<file path="config.mk">
export PLATFORM = sky130hd
export DESIGN_NAME = bpa_front
export DESIGN_NICKNAME = d
export VERILOG_FILES = /design/src/rtl/bpa_pkg.sv /design/src/rtl/bpa_front.sv
export SDC_FILE = /design/constraint.sdc
export NUM_CORES = 1
export LEC_CHECK = 0
export BUFFER_PORTS_ARGS = -buffer_cell sky130_fd_sc_hd__buf_4
export CORE_UTILIZATION = 45
export CTS_CLUSTER_SIZE = 8
export DETAILED_ROUTE_END_ITERATION = 8
export MAX_ROUTING_LAYER = met4
export PLACE_DENSITY_LB_ADDON = 0.15
export SKIP_LAST_GASP = 1
export SYNTH_ARGS = -nofsm -noshare
export SYNTH_HDL_FRONTEND = slang
export SYNTH_SLANG_ARGS = --single-unit
</file>
<file path="constraint.sdc">
create_clock -name clk -period 11.94 [get_ports clk]
set_clock_uncertainty 0.1 [all_clocks]
set_input_delay 1.791 -clock clk [delete_from_list [all_inputs] [get_ports clk]]
set_output_delay 1.791 -clock clk [all_outputs]
set_load 0.02 [all_outputs]
</file>
<file path="src/rtl/bpa_pkg.sv">
// Shared constants, types and helper functions of the bitmap page allocator.
package bpa_pkg;

  localparam int unsigned PAGE_BYTES     = 4096;
  localparam int unsigned PAGE_SHIFT     = $clog2(PAGE_BYTES);
  localparam int unsigned RESERVED_PAGES = 256;
  localparam int unsigned MAP_BYTES_DEF  = 4096;

  localparam int unsigned RAM_KB_W = 22;
  localparam logic [RAM_KB_W-1:0] RAM_KB_RST = 22'd131072;

  localparam int unsigned PG_W  = 33 - PAGE_SHIFT;
  localparam int unsigned WD_W  = 64;
  localparam int unsigned WI_W  = PG_W - 6;

  localparam logic OP_ALLOC = 1'b0;
  localparam logic OP_FREE  = 1'b1;

  localparam logic [1:0] ST_ALLOC   = 2'd0;
  localparam logic [1:0] ST_NOSPACE = 2'd1;
  localparam logic [1:0] ST_FREED   = 2'd2;
  localparam logic [1:0] ST_IGNORED = 2'd3;

  typedef enum logic [1:0] {
    K_ALLOC,
    K_FREE,
    K_IGNORE
  } kind_t;

  typedef struct packed {
    kind_t           kind;
    logic [PG_W-1:0] need;
    logic [PG_W-1:0] ps;
    logic [PG_W-1:0] pe;
  } cmd_t;

  function automatic logic [WD_W-1:0] lowmask(input logic [6:0] n);
    logic [WD_W-1:0] m;
    if (n >= 7'd64) begin
      m = '1;
    end else begin
      m = (64'd1 << n) - 64'd1;
    end
    return m;
  endfunction

  function automatic logic [6:0] clip_off(input logic [PG_W-1:0] page,
                                          input logic [PG_W-1:0] base);
    logic [PG_W-1:0] d;
    logic [6:0] r;
    d = page - base;
    if (page <= base) begin
      r = 7'd0;
    end else if (d >= PG_W'(64)) begin
      r = 7'd64;
    end else begin
      r = d[6:0];
    end
    return r;
  endfunction

endpackage

</file>
<file path="src/rtl/bpa_front.sv">
// Front stage: accepts an item, rounds sizes to pages and classifies the request.
module bpa_front (
  input  logic                      clk,
  input  logic                      rst_n,
  input  logic                      acc,
  input  logic                      in_op,
  input  logic [31:0]               in_size_bytes,
  input  logic [31:0]               in_address,
  input  logic [bpa_pkg::PG_W-1:0]  tracked,
  input  logic                      q_full,
  output logic                      ready,
  output logic                      push,
  output bpa_pkg::cmd_t             push_cmd
);

  logic          vld_r, vld_nxt;
  bpa_pkg::cmd_t cmd_r, cmd_nxt;

  logic [32:0]               sz_up;
  logic [bpa_pkg::PG_W-1:0]  cnt;
  logic [bpa_pkg::PG_W-1:0]  ps;
  logic [bpa_pkg::PG_W:0]    end_sum;

  assign sz_up   = {1'b0, in_size_bytes} + 33'(bpa_pkg::PAGE_BYTES - 1);
  assign cnt     = sz_up[32:bpa_pkg::PAGE_SHIFT];
  assign ps      = {1'b0, in_address[31:bpa_pkg::PAGE_SHIFT]};
  assign end_sum = {1'b0, ps} + {1'b0, cnt};

  always_comb begin
    cmd_nxt = cmd_r;
    if (acc) begin
      cmd_nxt.need = (cnt == '0) ? bpa_pkg::PG_W'(1) : cnt;
      cmd_nxt.ps   = ps;
      cmd_nxt.pe   = (end_sum > {1'b0, tracked}) ? tracked : end_sum[bpa_pkg::PG_W-1:0];
      if (in_op == bpa_pkg::OP_ALLOC) begin
        cmd_nxt.kind = bpa_pkg::K_ALLOC;
      end else if (in_address == 32'd0) begin
        cmd_nxt.kind = bpa_pkg::K_IGNORE;
      end else begin
        cmd_nxt.kind = bpa_pkg::K_FREE;
      end
    end
  end

  assign ready    = !vld_r || !q_full;
  assign push     = vld_r && !q_full;
  assign push_cmd = cmd_r;

  always_comb begin
    vld_nxt = vld_r;
    if (acc) begin
      vld_nxt = 1'b1;
    end else if (push) begin
      vld_nxt = 1'b0;
    end
  end

  always_ff @(posedge clk) begin
    if (!rst_n) begin
      vld_r <= 1'b0;
    end else begin
      vld_r <= vld_nxt;
    end
    cmd_r <= cmd_nxt;
  end

endmodule

</file>
==> run metrics, run 1 <==
critical path arrival 7.21 ns; Setup crit end kind flip-flop; Cells after Synth 424; VDD IR max 0.0626 mV; Fin Hold WS 0.438 ns; initial antenna violation count 0; clk buf depth 2; first-pass GRT wire length 16800 um; Die X 103 um; antenna violation net count after detailed routing 0; PwrDens 126 mW/mm2; Crit Path Class input port to flip-flop; WP data required 11.93 ns; gpl congestion 0.877; Ant. Diodes 0; share of cells above drive strength 1 33.0%; num rows 36; status completed; H-Tree Depth 3; Routed WL 11100 um; Critical Path Source Type input port; Hold Path Class flip-flop to flip-flop; Peak Freq 139 MHz; Unique masters post-synth 56; PortBufs 155; Least-Margin Pin Slew 1.06 ns; sequential share of the synthesized area 42.1%; setup repair after global routing missed its margin no; min Tclk post-route 7.22 ns; setup violators final 0; Core Box Area 0.00986 mm2; final hold viol count 0; I/O pin count 157; Overall Global Routing Usage 21.7%; ys flop type edfxtp_1; later-pin clock latency in the skew report 0.34 ns; pin count of the biggest net entering global routing 66; TritonCTS Sinks 65; Syn Nets 558; Total Die Area 0.0107 mm2; vias in the first global route 3545; post-route insts no fill 720; initial drt markers 159; clock slew at reported path FFs 0.07 ns; Rel. slew slack 28.7%; Die Y 103 um; CTS root buf clkbuf_8; Async SR Flop Fraction 0%; Placed Instances 704; max_cap viols 0; Tcrit/Tclk final 60.5%; syn_area_per_cell 10.9 um2; Area Growth Syn to Fin 31.9%; CP max FO 21; DRC 0; # hold bufs at CTS 0; vias per inst 5.19; post-CTS resize count 0; Slew Limit Fails 0; wire per inst 15.4 um; routed vias 3736; fillcell total 854; CTS Buf Count 9; Synth Warn # 0; setup TNS 0 ns; Post CTS Setup Buffer Count 0; mapped cell area 0.00461 mm2; number of synthesized flops with an enable pin 64; DP HPWL 8880 um; TritonCTS clock tree built; DRT Pass-1 Iters 4; final layout net count 716; initial core utilization 46.7%; register bit total from synthesis 65; Leak 2.74 nW; Congestion Overflow GR 0
## per-layer routing
layer  vias up  wire length, um  track usage [%]
met5         -                0                -
met3        11              684             3.02
met4         0              174             8.13
met2       150             5240             35.1
met1      1687             4960             27.9
li1       1888                -                -
## report_power, final
part	switching (mW)	total (mW)	internal, mW	leakage, nW
registers	0.00757	0.295	0.288	0.634
logic	0.145	0.285	0.140	2.01
clock network	0.0882	0.183	0.0950	0.0897
total	0.241	0.763	0.523	2.74
## cell type report
type                    count  area [um2]  area share [%]
multi-input cells         316        2490            40.9
flip-flops and latches     65        1940            31.9
clock inverters             6        58.8           0.967
inverters                  34         128            2.10
well taps                 133         166            2.74
repair buffers            156        1170            19.3
clock buffers              10         128            2.10
## flip-flops by register name, indices dropped and copies added (netlist names)
signal    count
vld_r         1
push_cmd     64
## cells in the final DEF, fill, tap and decap left out, drive strengths merged, types with 5 or more instances in the layout
| cell type | count |
|---|---|
| a21oi | 18 |
| nor3 | 6 |
| buf | 156 |
| ha | 43 |
| a21o | 13 |
| nand4 | 6 |
| xor2 | 18 |
| edfxtp | 64 |
| and2 | 5 |
| mux2 | 19 |
| clkbuf | 10 |
| inv | 34 |
| nor2 | 20 |
| nand3 | 12 |
| nand2 | 24 |
| nand2b | 7 |
| xnor2 | 35 |
| nor4 | 14 |
| nor2b | 6 |
| and3 | 5 |
| a211oi | 7 |
| o21ai | 15 |
## kinds of logic after synthesis
family	count (synthesis)	share of synthesized area, %
AO/OA/AOI/OAI	78	11.5
XOR/XNOR	53	10.1
adder cells (fa/ha/maj)	44	12.1
buffers and inverters	43	3.91
flip-flops	65	42.1
multiplexers	20	6.24
other	1	0.0813
AND/OR/NAND/NOR	120	14.0
## path summary, 6_finish.rpt
| kind | from | endpoint | slack (ns) | cells after the start |
|---|---|---|---|---|
| worst max register to register | vld_r$_SDFFE_PN0P_ | vld_r$_SDFFE_PN0P_ | 11.23 | 2 |
| worst min register to register | vld_r$_SDFFE_PN0P_ | vld_r$_SDFFE_PN0P_ | 0.44 | 2 |
| worst max-delay path | in_size_bytes[6] | push_cmd[7]$_DFFE_PP_ | 4.72 | 20 |
| worst min-delay path | vld_r$_SDFFE_PN0P_ | vld_r$_SDFFE_PN0P_ | 0.44 | 2 |
## critical path, cell delays in order
cell	delay [ns]
buf_4	0.08
nor4_1	0.04
nand3_1	0.15
nor4bb_1	0.92
and2_0	0.36
nand2_1	0.14
xnor2_1	0.14
ha_1	0.35
a21o_1	0.21
a21o_1	0.18
a21o_1	0.22
o41ai_1	0.40
xnor2_1	0.21
ha_1	0.22
or3_1	0.34
a221oi_1	0.24
o221a_2	0.23
nor3_1	0.07
or3_4	0.57
mux2_4	0.34
## synthesized netlist by cell type, types with 2 or more instances
cell | count | area [um2]
o21bai_1 | 2 | 15.0
nand4_1 | 6 | 37.5
or2_2 | 2 | 12.5
a21oi_1 | 18 | 90.1
buf_6 | 2 | 22.5
edfxtp_1 | 64 | 1920
inv_1 | 34 | 128
o31ai_1 | 3 | 22.5
and2_1 | 4 | 25.0
a21o_1 | 13 | 97.6
a21boi_0 | 3 | 22.5
xnor2_1 | 35 | 307
and4_1 | 3 | 26.3
nor3b_1 | 2 | 15.0
nor2_1 | 20 | 75.1
mux2_4 | 17 | 255
nand3_1 | 12 | 60.1
or4_1 | 3 | 22.5
a211oi_1 | 7 | 52.6
nand2b_1 | 7 | 43.8
nor3_1 | 5 | 25.0
nor2b_1 | 6 | 37.5
and3_1 | 5 | 31.3
clkbuf_1 | 5 | 18.8
nand2_1 | 24 | 90.1
mux2_2 | 2 | 22.5
ha_1 | 43 | 538
a221oi_1 | 3 | 26.3
o21ai_0 | 15 | 75.1
a2111o_1 | 2 | 22.5
or3_1 | 2 | 12.5
xor2_1 | 18 | 158
nor4_1 | 14 | 87.6
## per-stage QoR
stage                     cell area [um2]  total power, mW  util (%)  setup WS [ns]
final                                6080            0.763      61.7           4.72
after global routing                 6080            0.806      61.7           4.38
after CTS                            6080            0.771      61.7           4.74
after detailed placement             5900            0.586      59.8           4.39
after global placement               5900            0.580      59.8           4.43
after floorplan                      4610            0.484         -           5.16
No activity file was read; power rests on OpenSTA's default activity.
==> run 2, diff against run 1 <==
--- a/config.mk
+++ b/config.mk
@@ -5,6 +5,7 @@
 export SDC_FILE = /design/constraint.sdc
 export NUM_CORES = 1
 export LEC_CHECK = 0
+export ABC_AREA = 1
 export BUFFER_PORTS_ARGS = -buffer_cell sky130_fd_sc_hd__buf_4
 export CORE_UTILIZATION = 45
 export CTS_CLUSTER_SIZE = 8
==> constraint.sdc (replaced) <==
create_clock -name clk -period 6.19 [get_ports clk]
set_clock_uncertainty 0.1 [all_clocks]
set_input_delay 0.9285 -clock clk [delete_from_list [all_inputs] [get_ports clk]]
set_output_delay 0.9285 -clock clk [all_outputs]
set_load 0.02 [all_outputs]
==> run 2 against run 1 <==
  * Cell area grew 13%
  * Critical path type unchanged
  * Largest power group unchanged
  * Highest routed layer unchanged
  * Global-route usage grew 5.1 points
  * Largest cell class unchanged
  * Sequential power grew 92%
  * Critical endpoint is now push_cmd[10]$_DFFE_PP_
==> run metrics, run 2 <==
setup TNS 0 ns (unchanged); mapped cell area 0.00524 mm2 (+14%); DP HPWL 12400 um (+40%); # hold bufs at CTS 0 (unchanged); CTS Buf Count 9 (unchanged); met2 WL 7610 um (+45%); vias in the first global route 4986 (+41%); most common cell after layout, fill and taps aside nand2_1; crit path buf inv count 5 (+4); Crit Path Class input port to flip-flop; initial drt markers 289 (+82%); fillcell total 1064 (+25%); synth cell count leaders nand2_1 (198), inv_1 (117), nor2_1 (66); sequential share of the synthesized area 37.0% (-5.1 points); Hold Path Class flip-flop to flip-flop; Routed WL 14900 um (+35%); max_cap viols 0 (unchanged); largest family of logic cells by synthesized area simple AND/OR/NAND/NOR gates; Leak 3.48 nW (+27%); Total Die Area 0.0121 mm2 (+13%); routed vias 5138 (+38%); final layout net count 999 (+40%); initial core utilization 46.1% (-0.62 points); I/O pin count 157 (unchanged); setup violators final 0 (unchanged); post-synthesis mux area share 0% (-6.2 points); Slew Limit Fails 0 (unchanged); first-pass GRT wire length 23700 um (+40%); setup repair after global routing missed its margin no; final hold viol count 0 (unchanged); Synth Warn # 0 (unchanged); num rows 39 (+8.3%); pin count of the biggest net entering global routing 66 (unchanged); Async SR Flop Fraction 0% (unchanged); Tot Pwr 1.63 mW (+110%); status completed; VDD IR max 0.178 mV (+180%); xor and xnor area share after synthesis 3.65% (-6.4 points); wire per inst 14.7 um (-4.4%); Setup crit end kind flip-flop; crit-path leading delay family simple AND/OR/NAND/NOR gates; simple-gate portion of the synthesized area 32.5% (+18 points); PwrDens 238 mW/mm2 (+90%); Worst path slowest cell fa_1; Area Growth Syn to Fin 30.6%; DRT Pass-1 Iters 5 (+1); antenna violation net count after detailed routing 0 (unchanged); post-synth top area share 36.6% (-5.0 points); PortBufs 155 (unchanged); Tcrit/Tclk final 88.8%; Least-Margin Pin Slew 0.824 ns (-0.232 ns); H-Tree Depth 3 (unchanged); TritonCTS clock tree built; count leader, synth nand2_1; Ant. Diodes 0 (unchanged); clk buf depth 2 (unchanged); Largest register FFs 64 (unchanged); cell mode on critical path nand2_1; DRC 0 (unchanged); Post CTS Setup Buffer Count 0 (unchanged); clock slew at reported path FFs 0.06 ns (about the same); critical path arrival 5.49 ns (-1.72 ns); Synth area leader edfxtp_1; max layer used met4; Rel. slew slack 45.1% (+16 points); vias per inst 5.07 (-2.3%); Unique masters post-synth 42 (-25%); post-CTS resize count 0 (unchanged); WP data required 6.18 ns (-5.75 ns); metal1 wirelength 6140 um (+24%); Die Y 110 um (+6.5%); CP max FO 21 (unchanged); Die X 110 um (+6.5%); Critical Path Source Type input port; Syn Nets 838 (+50%); adder-cell share of the synthesized area 10.6% (-1.5 points); share of cells above drive strength 1 24.0% (-9.0 points); Congestion Overflow GR 0 (unchanged); commonest non-fill, non-tap cells in the layout nand2_1 (198), buf_4 (158), inv_1 (117), nor2_1 (66), edfxtp_1 (64); length of routed met3 wiring 678 um (-0.88%); CTS root buf clkbuf_16; Core Box Area 0.0114 mm2 (+15%); register bit total from synthesis 65 (unchanged); Peak Freq 182 MHz; CP peak stage delay 0.43 ns (-0.49 ns); gpl congestion 1.01 (+15%); syn_area_per_cell 7.45 um2 (-32%); TritonCTS Sinks 65 (unchanged); later-pin clock latency in the skew report 0.33 ns (about the same); ys flop type edfxtp_1; number of synthesized flops with an enable pin 64 (unchanged); Overall Global Routing Usage 26.8% (+5.1 points); min Tclk post-route 5.50 ns; initial antenna violation count 0 (unchanged); post-synthesis compound-gate area fraction 6.32% (-5.1 points); Synth area leaders edfxtp_1 (37%), nand2_1 (14%), ha_1 (10%); Cells after Synth 704 (+66%)
==> run 2: cell types whose count changed after synthesis, moves of 6 or more <==
| cell | before | now |
|---|---|---|
| a211oi_1 | 7 | 1 |
| a21o_1 | 13 | 3 |
| a21oi_1 | 18 | 32 |
| inv_1 | 34 | 117 |
| mux2_4 | 17 | 0 |
| nand2_1 | 24 | 198 |
| nand2_2 | 0 | 6 |
| nand2b_1 | 7 | 0 |
| nand3_1 | 12 | 57 |
| nand4_1 | 6 | 12 |
| nor2_1 | 20 | 66 |
| nor2_2 | 0 | 11 |
| nor2b_1 | 6 | 0 |
| xnor2_1 | 35 | 6 |
==> run 2: tightest hold or removal path: cells and delay by family (launching register included) <==
kind	cells	cell delay, ns
AOI/OAI and AO/OA	1	0.07
DFF	1	0.30
and+or+nand+nor	1	0.07
==> run 2: worst paths after layout <==
check	start	to	slack [ns]	cells after the start
max	in_size_bytes[2]	push_cmd[10]$_DFFE_PP_	0.69	35
min	vld_r$_SDFFE_PN0P_	vld_r$_SDFFE_PN0P_	0.39	2
max reg2reg	vld_r$_SDFFE_PN0P_	vld_r$_SDFFE_PN0P_	5.50	2
min reg2reg	vld_r$_SDFFE_PN0P_	vld_r$_SDFFE_PN0P_	0.39	2
==> run 2: cell type report <==
type | count | area (um2) | area share (%)
tap | 143 | 179 | 2.61
timing repair buffer | 158 | 1190 | 17.3
multi-input combinational | 509 | 2790 | 40.7
sequential | 65 | 1940 | 28.3
inverter | 122 | 458 | 6.68
clock inverter | 6 | 57.6 | 0.840
clock buffer | 10 | 239 | 3.49
==> run 2: cells by family after synthesis <==
| kind of cell | after synthesis |
|---|---|
| buf+inv | 130 |
| xor+xnor | 21 |
| other cells | 1 |
| flops | 65 |
| compound gates | 58 |
| simple gates | 385 |
| fa+ha+maj | 44 |
==> run 2: stage by stage <==
stage	hold WS, ns	worst slack [ns]	instance area [um2]	utilization [%]	instances
after detailed placement	0.385	0.338	6550	57.6	997
after global placement	0.377	0.403	6550	57.6	997
after global routing	0.429	0.118	6850	60.3	1013
after CTS	0.394	0.691	6850	60.3	1013
final	0.391	0.692	6850	60.3	1013
after floorplan	0.514	1.31	5240	-	704
==> run 2: power by group <==
group | total, mW | switching, mW | internal, mW | leakage [nW]
clock | 0.506 | 0.187 | 0.319 | 0.148
sequential | 0.567 | 0.0138 | 0.554 | 0.633
combinational | 0.558 | 0.337 | 0.221 | 2.70
==> run 2: layer usage <==
metal	vias to the layer above	track usage [%]
met1	2318	30.2
met5	-	-
li1	2626	-
met4	0	10.7
met2	160	46.9
met3	34	4.86
