==> src/rtl/bpa_pkg.sv <==
// Shared constants, types and helper functions of the bitmap page allocator.
package bpa_pkg;

  localparam int unsigned PAGE_BYTES     = 4096;
  localparam int unsigned PAGE_SHIFT     = $clog2(PAGE_BYTES);
  localparam int unsigned RESERVED_PAGES = 256;
  localparam int unsigned MAP_BYTES_DEF  = 4096;

  localparam int unsigned RAM_KB_W = 22;
  localparam logic [RAM_KB_W-1:0] RAM_KB_RST = 22'd131072;

  localparam int unsigned PG_W  = 33 - PAGE_SHIFT;
  localparam int unsigned WD_W  = 64;
  localparam int unsigned WI_W  = PG_W - 6;

  localparam logic OP_ALLOC = 1'b0;
  localparam logic OP_FREE  = 1'b1;

  localparam logic [1:0] ST_ALLOC   = 2'd0;
  localparam logic [1:0] ST_NOSPACE = 2'd1;
  localparam logic [1:0] ST_FREED   = 2'd2;
  localparam logic [1:0] ST_IGNORED = 2'd3;

  typedef enum logic [1:0] {
    K_ALLOC,
    K_FREE,
    K_IGNORE
  } kind_t;

  typedef struct packed {
    kind_t           kind;
    logic [PG_W-1:0] need;
    logic [PG_W-1:0] ps;
    logic [PG_W-1:0] pe;
  } cmd_t;

  function automatic logic [WD_W-1:0] lowmask(input logic [6:0] n);
    logic [WD_W-1:0] m;
    if (n >= 7'd64) begin
      m = '1;
    end else begin
      m = (64'd1 << n) - 64'd1;
    end
    return m;
  endfunction

  function automatic logic [6:0] clip_off(input logic [PG_W-1:0] page,
                                          input logic [PG_W-1:0] base);
    logic [PG_W-1:0] d;
    logic [6:0] r;
    d = page - base;
    if (page <= base) begin
      r = 7'd0;
    end else if (d >= PG_W'(64)) begin
      r = 7'd64;
    end else begin
      r = d[6:0];
    end
    return r;
  endfunction

endpackage

==> src/rtl/bpa_queue.sv <==
// Short command queue between the front stage and the map engine.
module bpa_queue #(
  parameter int unsigned DEPTH = 2,
  localparam int unsigned PW = (DEPTH > 1) ? $clog2(DEPTH) : 1
) (
  input  logic          clk,
  input  logic          rst_n,
  input  logic          push,
  input  bpa_pkg::cmd_t push_cmd,
  input  logic          pop,
  output logic          full,
  output logic          vld,
  output bpa_pkg::cmd_t head
);

  bpa_pkg::cmd_t       ent_r [DEPTH];
  logic [PW-1:0]       wp_r, rp_r;
  logic [PW:0]         cnt_r;

  assign full = (cnt_r == (PW+1)'(DEPTH));
  assign vld  = (cnt_r != '0);
  assign head = ent_r[rp_r];

  always_ff @(posedge clk) begin
    if (!rst_n) begin
      wp_r  <= '0;
      rp_r  <= '0;
      cnt_r <= '0;
    end else begin
      if (push) begin
        wp_r <= (wp_r == PW'(DEPTH - 1)) ? '0 : wp_r + PW'(1);
      end
      if (pop) begin
        rp_r <= (rp_r == PW'(DEPTH - 1)) ? '0 : rp_r + PW'(1);
      end
      cnt_r <= cnt_r + (PW+1)'(push) - (PW+1)'(pop);
    end
    if (push) begin
      ent_r[wp_r] <= push_cmd;
    end
  end

endmodule

==> config.mk <==
export PLATFORM = sky130hd
export DESIGN_NAME = bpa_queue
export DESIGN_NICKNAME = d
export VERILOG_FILES = /design/src/rtl/bpa_pkg.sv /design/src/rtl/bpa_queue.sv
export SDC_FILE = /design/constraint.sdc
export NUM_CORES = 1
export LEC_CHECK = 0
export BUFFER_PORTS_ARGS = -buffer_cell sky130_fd_sc_hd__clkbuf_2
export CAP_MARGIN = 15
export CORE_AREA = 10 10 111 113
export DETAILED_ROUTE_END_ITERATION = 7
export DIE_AREA = 0 0 121 123
export PLACE_DENSITY = 0.77
export SYNTH_ARGS = -nofsm -noshare
export SYNTH_HDL_FRONTEND = slang
export SYNTH_SLANG_ARGS = --single-unit
==> constraint.sdc <==
create_clock -name clk -period 5 [get_ports clk]
set_input_delay 0.5 -clock clk [delete_from_list [all_inputs] [get_ports clk]]
set_output_delay 0.5 -clock clk [all_outputs]
set_load 0.005 [all_outputs]
==> results.cfg, run 1 <==
[clock_network]
cts_htree_levels = 4
cts_tree = built
path_clk_slew_ns = 0.06
clockBufferDepth = 2
cts_hold_buf = 0
clkSinkCount = 135
root_buffer = clkbuf_8
clk_latency_ns = 0.50
post_cts_buffers = 0
post_cts_resized = 0
cts_buffers = 17

[sta]
hold_viol = 0
fin_setup_tns_ns = 0
min_period_ns = 2.677
fin_crit_sh = 0.5353
fmax_mhz = 373.6
maxSlewViolCount = 0
skew_ns = 0.004146
grt_setup_unrepaired = false
relSlewSlack = 0.2387
timing_worst_slew_pin_value_ns = 1.142
finalSetupViolCount = 0

[floorplanning]
start_util = 0.5054
die_h_um = 123
io_pins = 136
fp.coreArea_um2 = 10140
die_w_um = 121
die-area_um2 = 14880
rows = 37

[routing]
dr.pass1.iters = 7
drtAntennaViolNets = 0
drt-initial-drc-count = 85
wl_mm = 9.210
top_layer = met4
wl_per_cell_um = 17.75
wl_met1_mm = 3.312
drc_errors = 0
met2RoutedLength_mm = 4.787
vias = 2456
routed_via_density = 4.732
wl_met3_mm = 1.005

[global_routing]
antenna_found_initial = 0
grt_start_max_net_pins = 66
grt_pass1_vias = 2749
grt_usage = 0.1246
overflow = 0
grt_pass1_wl_mm = 14.03

[synth]
synth_seq_cells = 135
syn_area_per_cell_um2 = 22.98
ys_seq_area_frac = 0.7814
synth.area.top_cells = edfxtp_1 76%, mux2_4 15%, mux2_2 3.3%
synth_cell_types = 14
synthTopCellsByCount = 130 x edfxtp_1, 50 x mux2_4, 15 x mux2_2, 6 x buf_6, 5 x dfxtp_1
synth-async-reset-ratio = 0
syn_inst = 223
syn-cell-area_um2 = 5124
yosysTopAreaCell = edfxtp_1
synth_top_area_frac = 0.7619
yosysWarningCount = 0
yosysMostFrequentCell = edfxtp_1
synthesis.nets = 294
synth_edf_count = 130
synth_top_flop_cell = edfxtp_1

[finish]
multiInputGateArea_um2 = 1050
drive_gt1_frac = 0.6005
area_growth_syn_to_layout_pct = 26.42
fillers = 718
fin_nets = 442
ff_latch_area_um2 = 4008
antenna_cells = 0

[placed_design]
port_buffers = 135
hpwlAfterDp_mm = 6.188
gp_congestion = 0.6876

[job]
maxCapViolCount = 0

[power]
ir_worst_vdd_mv = 0.2424
leakagePower_nw = 2.597
power_density_nw_per_um2 = 426.8
p_total_mw = 2.765

[worst_setup_path]
end_kind = output port
critPathMaxFanout = 65
r2r_cells = 2
r2r_slack_ns = 3.02
crit_type = flip-flop to output port
cp.required_ns = 4.50
worstReg2RegStart = wp_r
cp-start-kind = flip-flop
arrival_ns = 2.18
worstReg2RegEnd = ent_r[0][15]

[worst_hold_path]
whs_endpoint = ent_r[0][55]
holdPathStages = 1
hp-class = primary input to flip-flop
min_from = push_cmd[55]

[outcome]
status = finished clean
cell type report:
cell class                 instances  share of cell area
sequential                       135              0.6187
clock buffer                      21             0.06625
inverter                           2            0.001159
tap                              136             0.02627
clock inverter                    10             0.02009
multi-input combinational         79              0.1621
timing repair buffer             136              0.1055
sequential cells by signal, indices dropped and copies added (netlist names), named ones only:
name	cells
wp_r	1
rp_r	1
ent_r	130
cnt_r	2
cells in the final DEF, fill, tap and decap left out, types with 2 or more instances in the layout:
master and instances:
mux2_2 15, and2_1 3, inv_1 2, clkinv_2 2, edfxtp_1 130, clkbuf_16 16, clkbuf_2 135, dfxtp_1 4
clkbuf_1 4, clkinv_1 2, nor2b_1 3, clkinvlp_4 3, ha_1 2, mux2_4 50, bufinv_16 3
critical path, cell delays in order, from the launching register on:
cell and delay (ns):
dfxtp_4 1.08, mux2_2 0.43, clkbuf_2 0.12
power breakdown:
group	leakage [nW]	switching (mW)	internal [mW]	total [mW]
clock	0.263	0.416	0.750	1.17
combinational	1.07	0.0946	0.153	0.247
sequential	1.26	0.0425	1.31	1.35
total	2.60	0.553	2.21	2.76
cell families (layout without fill, tap and decap cells):
group	count (synthesis)	count (layout)	share of synthesized area
flops	135	135	0.7814
mux	65	65	0.1795
simple gates	9	9	0.01099
buf+inv	9	169	0.01563
fa+ha+maj	2	2	0.004883
xor+xnor	2	2	0.006105
compound gates	1	1	0.001466
layer usage:
layer,vias to the layer above,global-route usage
met5,-,0
met4,0,0.05279
met3,12,0.07338
met2,88,0.2061
met1,1180,0.1264
li1,1176,-
stage by stage:
stage	instances	hold slack [ns]	utilization	setup slack, ns	cell area [µm²]
after CTS	519	0.1506	0.6389	2.268	6477
after detailed placement	488	0.5639	0.5837	2.639	5918
after global routing	519	0.1547	0.6389	2.196	6477
final	519	0.1800	0.6389	2.324	6477
after global placement	488	0.5588	0.5837	2.674	5918
after floorplan	223	0.5546	-	1.115	5124
worst max-delay path by stage:
stage / from / to / slack, ns / depth (start not counted)
2_1_floorplan: push / ent_r[0][0] / 1.11 / 1
3_3_place_gp: push / ent_r[0][15] / 2.67 / 3
3_5_place_dp: push / ent_r[0][15] / 2.64 / 3
4_1_cts: flip-flop / head[53] / 2.27 / 2
5_1_grt: flip-flop / head[64] / 2.20 / 2
6_report: flip-flop / head[53] / 2.32 / 2
Power figures use the tool's default switching activity.
==> inputs of run 2 (changes only) <==
==> constraint.sdc (replaced) <==
create_clock -name clk -period 2.65 [get_ports clk]
set_input_delay 0.265 -clock clk [delete_from_list [all_inputs] [get_ports clk]]
set_output_delay 0.265 -clock clk [all_outputs]
set_load 0.005 [all_outputs]
==> run 2 against run 1 <==
Clock skew up 0.0022 ns. Utilization is 6.4 points higher. Sequential cell count did not move. Setup slack lost 1.9 ns. Largest power group unchanged. Cell area is 10% higher. Count of clock-buffer cells in the layout down 1. Register-to-register slack worse by 1.9 ns. Final cell count rose by 13%. Global-route usage grew 1.7 points.
==> results.cfg, run 2 (synthesis gave the netlist of run 1 again) <==
[floorplanning]
fp.coreArea_um2 = 10140
die_h_um = 123
start_util = 0.5054
die-area_um2 = 14880
die_w_um = 121
io_pins = 136
rows = 37

[placed_design]
pre_cts_slack_ns = 0.9026
place_area_um2 = 5953
hpwlAfterDp_mm = 6.599
gp_congestion = 0.6732
port_buffers = 135
dp.cells = 491

[power]
ir_worst_vdd_mv = 0.6377
leakagePower_nw = 2.878
p_total_mw = 5.118
power_density_nw_per_um2 = 718.4

[sta]
fmax_mhz = 448.5
fin_crit_sh = 0.8414
timing_worst_slew_pin_value_ns = 0.9176
grt_setup_unrepaired = false
hold_viol = 0
fin_setup_tns_ns = 0
skew_ns = 0.006364
finalSetupViolCount = 0
min_period_ns = 2.230
setup_ws_ns = 0.4203
whs_ns = 0.1128
maxSlewViolCount = 0
relSlewSlack = 0.3882

[finish]
mostFrequentLayoutCells = 135 x clkbuf_2, 130 x edfxtp_1, 66 x dlygate4sd3_1
final_common_cell = clkbuf_2
largest_reg_flops = 130
antenna_cells = 0
drive_gt1_frac = 0.5211
top_register = ent_r
fillers = 666
reg_top3 = ent_r x130, cnt_r x2
instances_no_fill = 587
fin_nets = 511
area_growth_syn_to_layout_pct = 39.02
stdcell_area_um2 = 7123
finish.utilization = 0.7026

[global_routing]
grt_usage = 0.1420
grt_pass1_wl_mm = 16.19
antenna_found_initial = 0
overflow = 0
grt_start_max_net_pins = 66
grt_pass1_vias = 3142

[worst_setup_path]
slowest_stage = dfxtp_4
end_kind = output port
arrival_ns = 1.96
cp.required_ns = 2.38
critPathMaxFanout = 27
crit_path_cell_trace = buf_4 > mux2_4 > clkbuf_2
r2r_slack_ns = 1.09
cp-start-kind = flip-flop
slowest_delay_ns = 0.66
crit_type = flip-flop to output port
path_delay_family = flip-flops
path_buf_inv = 2

[clock_network]
path_clk_slew_ns = 0.05
clockBufferDepth = 2
clkSinkCount = 135
root_buffer = clkbuf_8
post_cts_resized = 0
clk_latency_ns = 0.51
cts_buffers = 17
cts_tree = built
post_cts_buffers = 0
cts_htree_levels = 4

[outcome]
status = finished clean

[routing]
dr.pass1.iters = 4
wl_per_cell_um = 17.17
wl_mm = 10.08
routed_via_density = 4.644
drt-initial-drc-count = 160
vias = 2726
drtAntennaViolNets = 0
drc_errors = 0

[job]
maxCapViolCount = 0

[worst_hold_path]
hp-class = primary input to flip-flop
[run 2: cell types whose count changed in the layout (fill, tap and decap cells not counted), sizes merged]
cell,delta
buf,+3
dlygate4sd3,+66
clkinv,+3
clkbuf,-1
bufinv,-2
clkinvlp,-1
[run 2: repair_timing]
action	CTS	global route
hold buffers	66	0
hold endpoints to repair	132	0
setup endpoints to repair	0	0
[run 2: final timing paths]
check / cells after the start / to / start
max: 3 / head[27] / flip-flop
min reg2reg: 2 / flip-flop / rp_r
max reg2reg: 1 / ent_r[1][26] / wp_r
min: 3 / flip-flop / pop
[run 2: per-layer routing]
metal	vias up	routed length, µm	track usage
li1	1308	-	-
met4	0	91	0.05430
met1	1315	3934	0.1555
met2	91	5307	0.2401
met3	12	744	0.06199
met5	-	0	0
[run 2: power breakdown]
part | leakage (nW) | internal, mW | switching, mW
Combinational | 1.37 | 0.355 | 0.228
Sequential | 1.26 | 2.47 | 0.0526
Clock | 0.250 | 1.22 | 0.793
Total | 2.88 | 4.04 | 1.07
[run 2: layout make-up]
cell class | count | area (µm²) | share of cell area
clock inverter | 10 | 83.83 | 0.01177
inverter | 2 | 7.507 | 0.001054
tap | 136 | 170.2 | 0.02389
sequential | 135 | 4008 | 0.5626
timing repair buffer | 205 | 1379 | 0.1936
multi-input combinational | 79 | 1050 | 0.1474
clock buffer | 20 | 425.4 | 0.05972
[run 2: tightest hold or removal path, delay by kind of cell]
family        cells  cell delay (ns)
xor+xnor          1             0.07
buf+inv           1             0.10
simple gates      1             0.14
==> inputs of run 3 (changes only) <==
--- a/config.mk
+++ b/config.mk
@@ -5,12 +5,13 @@
 export SDC_FILE = /design/constraint.sdc
 export NUM_CORES = 1
 export LEC_CHECK = 0
+export ABC_AREA = 1
 export BUFFER_PORTS_ARGS = -buffer_cell sky130_fd_sc_hd__clkbuf_2
 export CAP_MARGIN = 15
-export CORE_AREA = 10 10 111 113
+export CORE_AREA = 10 10 116 118
 export DETAILED_ROUTE_END_ITERATION = 7
-export DIE_AREA = 0 0 121 123
-export PLACE_DENSITY = 0.77
+export DIE_AREA = 0 0 126 128
+export PLACE_DENSITY = 0.74
 export SYNTH_ARGS = -nofsm -noshare
 export SYNTH_HDL_FRONTEND = slang
 export SYNTH_SLANG_ARGS = --single-unit
==> constraint.sdc (replaced) <==
create_clock -name clk -period 2.05 [get_ports clk]
set_input_delay 0.205 -clock clk [delete_from_list [all_inputs] [get_ports clk]]
set_output_delay 0.205 -clock clk [all_outputs]
set_load 0.005 [all_outputs]
==> run 3 against run 2 <==
Via count up 3.2%. Combinational power grew 20%. Cell area up 1.2%. Sequential cell count unchanged. Final cell count up 3.6%. Critical path type unchanged. Critical endpoint is now head[16]. Largest cell class unchanged.
==> results.cfg, run 3 <==
[outcome]
status = finished clean

[finish]
stdcell_area_um2 = 7209
reg_top3 = ent_r x130, cnt_r x2
instances_no_fill = 608
finish.utilization = 0.6424
final_common_cell = clkbuf_2
largest_reg_flops = 130
top_register = ent_r
fin_nets = 522
mostFrequentLayoutCells = 135 x clkbuf_2, 130 x edfxtp_1, 64 x dlygate4sd3_1
drive_gt1_frac = 0.5086
area_growth_syn_to_layout_pct = 40.78
fillers = 806

[synth]
syn_inst = 235
synth.area.top_cells = edfxtp_1 76%, mux2_4 15%, mux2_2 3.3%
synth-async-reset-ratio = 0
yosysTopAreaCell = edfxtp_1
syn-cell-area_um2 = 5121
synth_top_area_frac = 0.7623
synth_seq_cells = 135
synth_edf_count = 130
synthTopCellsByCount = 130 x edfxtp_1, 50 x mux2_4, 15 x mux2_2, 9 x nand2_1, 8 x nor2_1
synthesis.nets = 306
ys_seq_area_frac = 0.7818
synth_cell_types = 12
yosysWarningCount = 0
syn_area_per_cell_um2 = 21.79
synth_top_flop_cell = edfxtp_1
yosysMostFrequentCell = edfxtp_1

[power]
ir_worst_vdd_mv = 0.5128
p_total_mw = 6.885
power_density_nw_per_um2 = 955.0
leakagePower_nw = 2.925

[clock_network]
clockBufferDepth = 2
path_clk_slew_ns = 0.05
post_cts_buffers = 0
cts_buffers = 17
post_cts_resized = 0
cts_hold_buf = 63
clk_latency_ns = 0.40
clkSinkCount = 135
root_buffer = clkbuf_16
cts_htree_levels = 4
cts_tree = built

[sta]
grt_setup_unrepaired = false
timing_worst_slew_pin_value_ns = 0.4843
maxSlewViolCount = 0
fmax_mhz = 556.8
finalSetupViolCount = 0
fin_crit_sh = 0.8761
min_period_ns = 1.796
skew_ns = 0.005353
hold_viol = 0
relSlewSlack = 0.6771
fin_setup_tns_ns = 0

[job]
maxCapViolCount = 0

[floorplanning]
fp.coreArea_um2 = 11220
die_w_um = 126
die_h_um = 128
rows = 39
io_pins = 136
die-area_um2 = 16130
start_util = 0.4563

[worst_setup_path]
cp-start-kind = flip-flop
worstReg2RegEnd = cnt_r[1]
r2r_slack_ns = 0.66
crit_type = flip-flop to output port
r2r_cells = 8
cp.required_ns = 1.85
end_kind = output port
arrival_ns = 1.59
worstReg2RegStart = cnt_r[0]
endpoint = head[16]
critPathMaxFanout = 23

[global_routing]
grt_usage = 0.1285
overflow = 0
grt_start_max_net_pins = 66
antenna_found_initial = 0
grt_pass1_wl_mm = 16.26
grt_pass1_vias = 3260

[placed_design]
gp_congestion = 0.6847
dp.cells = 511
place_area_um2 = 5981
hpwlAfterDp_mm = 6.808
port_buffers = 135

[routing]
dr.pass1.iters = 4
wl_per_cell_um = 17.03
drtAntennaViolNets = 0
drc_errors = 0
drt-initial-drc-count = 101
wl_mm = 10.36
routed_via_density = 4.627
vias = 2813

[worst_hold_path]
hp-class = primary input to flip-flop
holdPathStages = 1
run 3: stage by stage:
stage / hold WS (ns) / worst slack (ns)
after global placement: 0.3941 / 0.6933
after detailed placement: 0.3981 / 0.6501
after CTS: 0.003622 / 0.2173
final: 0.03196 / 0.2541
after global routing: 0.01809 / 0.1786
after floorplan: 0.2985 / 0.2753
run 3: kinds of logic after synthesis:
| group | share of synthesized area |
|---|---|
| flops | 0.7818 |
| mux | 0.1796 |
| simple gates | 0.01344 |
| buf+inv | 0.01930 |
| fa+ha+maj | 0.004886 |
| compound gates | 0.0009763 |
run 3: metal layers:
metal  part of all wire  wire length (µm)  vias to the layer above  global-route usage
met5                  0                 0                        -                   0
met4              0.013               133                        0             0.06095
met3              0.065               676                       14             0.05170
met2               0.53              5480                       90              0.2235
met1               0.39              4065                     1362              0.1328
li1                   -                 -                     1347                   -
run 3: critical path: stages, from the launching register on:
cell and delay (ns):
dfxtp_4 0.35, buf_4 0.37, mux2_4 0.35, clkbuf_2 0.12
run 3: worst min-delay path by stage:
stage,to,start
after floorplan,cnt_r[0],rst_n
after global placement,ent_r[0][45],push_cmd[45]
after detailed placement,ent_r[0][56],push_cmd[56]
after CTS,ent_r[0][22],push_cmd[22]
after global routing,ent_r[0][48],push_cmd[48]
final,ent_r[0][48],push_cmd[48]
run 3: cell type report:
class | count | area (µm²) | area share
Sequential cell | 135 | 4008 | 0.5559
Timing Repair Buffer | 204 | 1379 | 0.1913
Multi-Input combinational cell | 86 | 1026 | 0.1423
Clock buffer | 17 | 425.4 | 0.05901
Tap cell | 143 | 178.9 | 0.02482
Clock inverter | 15 | 160.2 | 0.02221
Inverter | 7 | 30.03 | 0.004165
Antenna cell | 1 | 2.502 | 0.0003471
run 3: report_power, final:
| group | switching [mW] | internal (mW) | total, mW |
|---|---|---|---|
| sequential | 0.0403 | 3.19 | 3.23 |
| clock | 1.06 | 1.89 | 2.95 |
| combinational | 0.302 | 0.398 | 0.700 |
| total | 1.40 | 5.48 | 6.88 |
